File: src/rtl/brct_pkg.sv
// ----------------------------------------------------------------------------
// brct_pkg
// Shared types and constants for the ranked sparse child table.
// ----------------------------------------------------------------------------
package brct_pkg;

  // Fixed field widths of the transaction payload
  localparam int SLOT_W      = 6;   // slot_index, position, found_slot
  localparam int COUNT_W     = 7;   // occupied_count (0..64)

  // Defaults for the top-level parameters
  localparam int DEF_SLOTS   = 64;
  localparam int DEF_CHILD_W = 16;

  // Operation codes; the unused code is served like a lookup
  typedef enum logic [2:0] {
    OP_LOOKUP = 3'd0,
    OP_INSERT = 3'd1,
    OP_REMOVE = 3'd2,
    OP_FIRST  = 3'd3,
    OP_LAST   = 3'd4,
    OP_NEXT   = 3'd5,
    OP_PREV   = 3'd6
  } op_t;

  // Where the reported child comes from
  typedef enum logic [1:0] {
    SRC_ZERO  = 2'd0,
    SRC_MEM   = 2'd1,
    SRC_INPUT = 2'd2
  } child_src_t;

  // Decision of the rank/search stage for one transaction
  typedef struct packed {
    logic              hit;
    logic [SLOT_W-1:0] position;
    logic [SLOT_W-1:0] found_slot;
    logic              status;
    logic              wr_en;     // store child_node at slot_index
    logic              inc;       // one more occupied slot
    logic              dec;       // one less occupied slot
    child_src_t        child_src;
  } rank_res_t;

endpackage

File: src/rtl/brct_mem.sv
// ----------------------------------------------------------------------------
// brct_mem
// Child store: one write port, one read port, registered read data.
// ----------------------------------------------------------------------------
module brct_mem #(
  parameter int DEPTH = 64,
  parameter int WIDTH = 16
) (
  input  logic                     clk,
  input  logic                     wr_en,
  input  logic [$clog2(DEPTH)-1:0] wr_addr,
  input  logic [WIDTH-1:0]         wr_data,
  input  logic                     rd_en,
  input  logic [$clog2(DEPTH)-1:0] rd_addr,
  output logic [WIDTH-1:0]         rd_data
);

  logic [WIDTH-1:0] mem [DEPTH];

  always_ff @(posedge clk) begin
    if (wr_en) begin
      mem[wr_addr] <= wr_data;
    end
  end

  // read data holds until the next read
  always_ff @(posedge clk) begin
    if (rd_en) begin
      rd_data <= mem[rd_addr];
    end
  end

endmodule

File: src/rtl/brct_rank.sv
// ----------------------------------------------------------------------------
// brct_rank
// Bitmap logic: slot search, rank count and occupancy update.
// ----------------------------------------------------------------------------
module brct_rank
  import brct_pkg::*;
#(
  parameter int SLOTS = 64
) (
  input  logic [2:0]        operation,
  input  logic [SLOT_W-1:0] slot_index,
  input  logic [SLOTS-1:0]  map,
  output logic [SLOTS-1:0]  map_next,
  output rank_res_t         res
);

  op_t               op;
  logic              is_search;
  logic              in_range;
  logic              was;
  logic              found;
  logic [SLOTS-1:0]  sel;
  logic [SLOTS-1:0]  above;
  logic [SLOTS-1:0]  below_slot;
  logic [SLOTS-1:0]  cand;
  logic [SLOTS-1:0]  below_s;
  logic [SLOT_W-1:0] lo;
  logic [SLOT_W-1:0] hi;
  logic [SLOT_W-1:0] s;
  logic [COUNT_W-1:0] rank;

  assign op        = op_t'(operation);
  assign is_search = (op == OP_FIRST) || (op == OP_LAST) || (op == OP_NEXT) || (op == OP_PREV);
  assign in_range  = {1'b0, slot_index} < COUNT_W'(SLOTS);

  // slot decode against the reference slot
  always_comb begin
    for (int i = 0; i < SLOTS; i++) begin
      sel[i]        = (slot_index == SLOT_W'(i));
      above[i]      = (SLOT_W'(i) > slot_index);
      below_slot[i] = (SLOT_W'(i) < slot_index);
    end
  end

  assign was = in_range && (|(map & sel));

  // candidate slots; next and previous are strict
  always_comb begin
    case (op)
      OP_FIRST, OP_LAST: cand = map;
      OP_NEXT:           cand = map & above;
      OP_PREV:           cand = map & below_slot;
      default:           cand = '0;
    endcase
  end

  assign found = |cand;

  // priority encoders, lowest and highest set bit
  always_comb begin
    lo = '0;
    hi = '0;
    for (int i = SLOTS - 1; i >= 0; i--) begin
      if (cand[i]) lo = SLOT_W'(i);
    end
    for (int i = 0; i < SLOTS; i++) begin
      if (cand[i]) hi = SLOT_W'(i);
    end
  end

  always_comb begin
    if (!is_search) s = slot_index;
    else if ((op == OP_FIRST) || (op == OP_NEXT)) s = lo;
    else s = hi;
  end

  // rank = occupied slots below s
  always_comb begin
    rank = '0;
    for (int i = 0; i < SLOTS; i++) begin
      below_s[i] = (SLOT_W'(i) < s);
    end
    for (int i = 0; i < SLOTS; i++) begin
      rank = rank + COUNT_W'(map[i] & below_s[i]);
    end
  end

  always_comb begin
    res           = '0;
    res.child_src = SRC_ZERO;
    map_next      = map;
    if (is_search) begin
      if (found) begin
        res.hit        = 1'b1;
        res.position   = rank[SLOT_W-1:0];
        res.found_slot = s;
        res.child_src  = SRC_MEM;
      end
      res.status = !found;
    end else if (in_range) begin
      res.hit        = was;
      res.position   = rank[SLOT_W-1:0];
      res.found_slot = slot_index;
      if (op == OP_INSERT) begin
        res.wr_en     = 1'b1;
        res.inc       = !was;
        res.child_src = SRC_INPUT;
        res.status    = 1'b0;
        map_next      = map | sel;
      end else if (was) begin
        res.child_src = SRC_MEM;
        res.status    = 1'b0;
        if (op == OP_REMOVE) begin
          res.dec  = 1'b1;
          map_next = map & ~sel;
        end
      end else begin
        res.status = 1'b1;
      end
    end else begin
      res.status = 1'b1;
    end
  end

endmodule

File: src/rtl/bitmap_ranked_child_table.sv
// ----------------------------------------------------------------------------
// bitmap_ranked_child_table
// Sparse child table of one trie node: occupancy bitmap plus a slot-indexed
// child memory, with lookup, insert, remove, first, last, next and previous.
// ----------------------------------------------------------------------------
//
//  Channel  Handshake              Payload
//  -------  ---------------------  ----------------------------------------
//  request  req_valid / req_ready  operation, slot_index, child_node
//  response rsp_valid / rsp_ready  hit, position, found_slot, found_child,
//                                  occupied_count, status
//
//  Timing: a response is valid in the cycle after its request transaction;
//    the registered read port of the child memory sets that delay.
//    One transaction per cycle is sustained while responses are taken.
//  Reset: clears the bitmap, the occupied count and rsp_valid. The child
//    memory is not cleared; an entry is only reported while its bit is set.
//  Stalls: req_ready drops while a response waits untaken.
//
module bitmap_ranked_child_table
  import brct_pkg::*;
#(
  parameter int SLOTS          = DEF_SLOTS,
  parameter int CHILD_ID_WIDTH = DEF_CHILD_W
) (
  input  logic                      clk,
  input  logic                      rst,
  // request
  input  logic                      req_valid,
  output logic                      req_ready,
  input  logic [2:0]                operation,
  input  logic [SLOT_W-1:0]         slot_index,
  input  logic [CHILD_ID_WIDTH-1:0] child_node,
  // response
  output logic                      rsp_valid,
  input  logic                      rsp_ready,
  output logic                      hit,
  output logic [SLOT_W-1:0]         position,
  output logic [SLOT_W-1:0]         found_slot,
  output logic [CHILD_ID_WIDTH-1:0] found_child,
  output logic [COUNT_W-1:0]        occupied_count,
  output logic                      status
);

  localparam int AW = $clog2(SLOTS);

  logic                      accept;
  logic [SLOTS-1:0]          map;
  logic [SLOTS-1:0]          map_next;
  logic [COUNT_W-1:0]        occupied_next;
  rank_res_t                 res;
  child_src_t                child_src;
  logic [CHILD_ID_WIDTH-1:0] child_in;   // child_node of the last accepted request
  logic [CHILD_ID_WIDTH-1:0] rd_data;

  // A new request may enter whenever the response register frees up at this
  // edge. The memory write of an insert lands before any later read, so no
  // forwarding is needed.
  assign req_ready = !rsp_valid || rsp_ready;
  assign accept    = req_valid && req_ready;

  // bitmap decode, search and rank
  brct_rank #(
    .SLOTS (SLOTS)
  ) u_rank (
    .operation  (operation),
    .slot_index (slot_index),
    .map        (map),
    .map_next   (map_next),
    .res        (res)
  );

  // child store; the read addresses the reported slot
  brct_mem #(
    .DEPTH (SLOTS),
    .WIDTH (CHILD_ID_WIDTH)
  ) u_mem (
    .clk     (clk),
    .wr_en   (accept && res.wr_en),
    .wr_addr (slot_index[AW-1:0]),
    .wr_data (child_node),
    .rd_en   (accept),
    .rd_addr (res.found_slot[AW-1:0]),
    .rd_data (rd_data)
  );

  // running count avoids a second popcount
  assign occupied_next = occupied_count + COUNT_W'(res.inc) - COUNT_W'(res.dec);

  // control state
  always_ff @(posedge clk) begin
    if (rst) begin
      map            <= '0;
      occupied_count <= '0;
      rsp_valid      <= 1'b0;
    end else if (accept) begin
      map            <= map_next;
      occupied_count <= occupied_next;
      rsp_valid      <= 1'b1;
    end else if (rsp_ready) begin
      rsp_valid      <= 1'b0;
    end
  end

  // response payload; held while the response is stalled
  always_ff @(posedge clk) begin
    if (accept) begin
      hit        <= res.hit;
      position   <= res.position;
      found_slot <= res.found_slot;
      status     <= res.status;
      child_src  <= res.child_src;
      child_in   <= child_node;
    end
  end

  // memory data is used straight from the read register
  always_comb begin
    case (child_src)
      SRC_MEM:   found_child = rd_data;
      SRC_INPUT: found_child = child_in;
      default:   found_child = '0;
    endcase
  end

`ifndef ASSERT_OFF
  // running count tracks the bitmap
  a_count_matches_map: assert property (@(posedge clk) disable iff (rst)
    occupied_count == COUNT_W'($countones(map)))
    else $error("occupied count out of step with bitmap");

  // every request yields a response on the next cycle
  a_rsp_follows_req: assert property (@(posedge clk) disable iff (rst)
    accept |=> rsp_valid)
    else $error("response missing after request");

  // memory read register must hold while a response is stalled
  a_child_held: assert property (@(posedge clk) disable iff (rst)
    (rsp_valid && !rsp_ready) |=> (rsp_valid && $stable(found_child)))
    else $error("found_child changed during stall");
`endif

endmodule
File: config.mk
export PLATFORM = sky130hd
export DESIGN_NAME = bitmap_ranked_child_table
export DESIGN_NICKNAME = d
export VERILOG_FILES = /design/src/rtl/brct_pkg.sv /design/src/rtl/brct_mem.sv /design/src/rtl/brct_rank.sv /design/src/rtl/bitmap_ranked_child_table.sv
export SDC_FILE = /design/constraint.sdc
export NUM_CORES = 2
export LEC_CHECK = 0
export BUFFER_PORTS_ARGS = -buffer_cell sky130_fd_sc_hd__buf_4
export CAP_MARGIN = 20
export CORE_ASPECT_RATIO = 0.5
export CORE_MARGIN = 1.5
export CORE_UTILIZATION = 51
export DETAILED_ROUTE_END_ITERATION = 7
export GPL_TIMING_DRIVEN = 0
export PLACE_DENSITY_LB_ADDON = 0.12
export SETUP_SLACK_MARGIN = 0.02
export SKIP_CTS_REPAIR_TIMING = 1
export SLEW_MARGIN = 20
export SYNTH_ARGS = -nofsm -noshare
export SYNTH_HDL_FRONTEND = slang
export SYNTH_SLANG_ARGS = --single-unit
File: constraint.sdc
create_clock -name clk -period 24 [get_ports clk]
set_input_delay 4.8 -clock clk [delete_from_list [all_inputs] [get_ports clk]]
set_output_delay 4.8 -clock clk [all_outputs]
set_load 0.03 [all_outputs]
==> flow_summary.toml <==
[status]
outcome = "completed"

[detailed_routing]
routed_wl_um = 185100
drt_iter0_drc = 5769
drtPass1Iterations = 6
drt-vias-per-instance = 6.724
num_vias = 35070
routedWlPerCell_um = 35.49
post-route-drc-count = 0
ant_nets = 0

[yosys]
yosysMostFrequentCell = "edfxtp_1"
synth.yosys.seq_area_share_pct = 65.20
synth.area.top_cells = "edfxtp_1 (62%), mux2i_1 (8.6%), dfxtp_1 (2.8%)"
syn_avg_cell_area_sq_um = 14.50
synth.largest_area_cell = "edfxtp_1"
ys_top_cells_by_count = "edfxtp_1 (1072), mux2i_1 (441), nor2_1 (183)"
synth_ff_type = "edfxtp_1"
synth_top_area_share_pct = 62.41
syn_nets = 3662
synth_edf_count = 1072
async_flop_share_pct = 0
ys_types = 99
netlist_area_sq_mm = 0.05158
synth-seq-cells = 1144
ys_warn_count = 0
syn_inst = 3558

[floorplan]
fp.dieH_um = 227.9
pin_count = 68
chipWidth_um = 452.7
fp.coreArea_sq_mm = 0.1001
die-area_sq_mm = 0.1032
start_util_pct = 51.51
row_count = 82

[clock_tree]
cts_buffers = 100
clk_latency_ns = 0.73
clk_pin_slew_ns = 0.06
htree_levels = 3
root_buffer = "clkbuf_16"
clock_path_buffers = 3
cts_tree = "built"
clock_sinks = 1144

[critical_path]
cp_common_cell = "fa_1"
required_ns = 24.44
startpoint = "slot_index[3]"
cpPeakStageDelay_ns = 1.07
timing.rr.end = "position[5]"
start_kind = "input pin"
r2r_setup_slack_ns = 12.10
crit_arrival_ns = 17.47
worstSetupEndpointType = "register"
cp_slowest_cell = "a211oi_1"
crit_fanout = 10
reg2reg_depth = 36
critical_path_class = "input pin to register"
endpoint = "position[5]"

[cells_and_area]
area_delta_synth_final_pct = 12.10
drive_gt1_share_pct = 15.16
seq_area_sq_mm = 0.03363
fill_cells = 8035
fin_nets = 3898
multiInputGateArea_sq_mm = 0.01664

[timing]
slew_violations = 0
fin_skew_ns = 0.03231
setup_viol = 0
period_share_pct = 70.97
fin_tns_setup_ns = 0
fin_crit_ns = 17.03
relSlewSlack_pct = 11.07
worst_pin_slew_ns = 1.300
max_freq_mhz = 58.71
hold_viol_final = 0
rsz0062_at_grt = "false"

[global_route]
antenna_found_initial = 5
track_usage_pct = 35.69
grt_start_max_net_pins = 66
grt.overflow.total = 0
grt_pass1_vias = 33296
grt_pass1_wl_um = 256900

[power]
peakVddDrop_mv = 0.05952
leakage_nw = 19.70
total_power_mw = 4.245
power_density_mw_per_mm2 = 73.41

[worst_hold_path]
min-delay-path-class = "register to register"
min-delay-start = "occupied_count[6]"

[place]
gp_routability_congestion = 1.046
io_buffer_count = 65
dp_hpwl_um = 132300

[run]
drv_cap = 0
-- cell families after synthesis --
group                    after synthesis  share of synthesized area [%]
flip-flops                          1144                          65.20
AND/OR/NAND/NOR                      746                          7.447
AO/OA/AOI/OAI                        735                          10.13
multiplexers                         523                          11.40
buffers and inverters                323                          3.013
adder cells (fa/ha/maj)               75                          2.605
XOR/XNOR                              12                         0.2038
-- worst min path at each step --
stage / to / slack [ns] / depth (start not counted)
6_report: occupied_count[6] / 0.49 / 2
5_1_grt: occupied_count[6] / 0.53 / 2
4_1_cts: occupied_count[6] / 0.49 / 2
3_5_place_dp: occupied_count[6] / 0.48 / 2
3_3_place_gp: occupied_count[6] / 0.47 / 2
2_1_floorplan: register / 0.45 / 2
-- layout make-up --
class | count | area share, %
clock inverter | 56 | 1.045
antenna | 1 | 0.004328
clock buffer | 123 | 4.512
buffer | 241 | 2.157
tap | 1344 | 2.908
inverter | 82 | 0.5367
multi-input combinational | 2091 | 28.78
timing repair buffer | 134 | 1.893
sequential | 1144 | 58.17
-- worst max-delay path, delay by kind of cell --
kind / cells / cell delay, ns
adders and majority gates: 9 / 4.38
xor gates and xnor gates: 1 / 0.16
buffers and inverters: 8 / 2.68
and+or+nand+nor: 9 / 2.69
AOI/OAI and AO/OA: 9 / 2.71
-- sequential cells by signal, indices dropped and copies added, names as in the netlist, named ones only --
| register | flops |
|---|---|
| child_in | 16 |
| occupied_count | 7 |
| child_src | 2 |
| rsp_valid | 1 |
| status | 1 |
| found_slot | 6 |
| u_mem.mem | 1024 |
| position | 6 |
| u_mem.rd_data | 16 |
| hit | 1 |
-- per-stage QoR --
| stage | utilization, % | instances | cell area, sq um | hold slack, ns | setup WS, ns |
|---|---|---|---|---|---|
| 2_1_floorplan | - | 3558 | 51580 | 0.4550 | 10.12 |
| 3_5_place_dp | 54.51 | 5035 | 54580 | 0.4832 | 6.846 |
| 5_1_grt | 57.74 | 5215 | 57820 | 0.5255 | 6.788 |
| 6_report | 57.74 | 5216 | 57820 | 0.4869 | 6.967 |
| 3_3_place_gp | 53.68 | 4967 | 53750 | 0.4704 | 6.401 |
| 4_1_cts | 57.72 | 5214 | 57800 | 0.4921 | 7.660 |
-- report_power, final --
group / leakage (nW) / switching [mW] / internal, mW / total [mW]
clock: 1.55 / 0.752 / 0.866 / 1.62
sequential: 10.2 / 0.00441 / 2.19 / 2.20
combinational: 7.89 / 0.311 / 0.121 / 0.432
-- cell usage in the layout, fill, tap and decap left out, types with 17 or more instances in the layout --
cell and instances:
o21ai_0 69, a22oi_1 78, nand4_1 23, nor2b_1 30, a21oi_1 126, edfxtp_1 1072, o22a_1 17, and3_1 20
clkbuf_1 122, buf_2 82, dfxtp_1 72, buf_6 30, mux2i_1 441, buf_4 149, and2_1 48, a211oi_1 56
o31ai_1 34, nor2_1 174, nor3_2 28, mux2_2 34, mux4_2 48, a22o_1 17, fa_1 54, inv_1 76
a21o_1 17, nand2b_1 25, nand3_1 63, clkinv_1 17, o22ai_1 66, ha_1 21, clkbuf_16 100, clkinv_2 17
o221ai_1 37, o211ai_1 33, nor3_1 76, nand2_1 139
-- layer usage --
metal	up-vias	track usage [%]	part of all wire, %	routed length, um
li1	14471	-	-	-
met1	17842	53.01	42	76950
met2	2312	49.82	41	76810
met3	443	10.06	12	23020
met4	2	13.36	4.5	8321
met5	-	0	0.0065	12
Note: power is estimated with default switching activity, not from simulation.
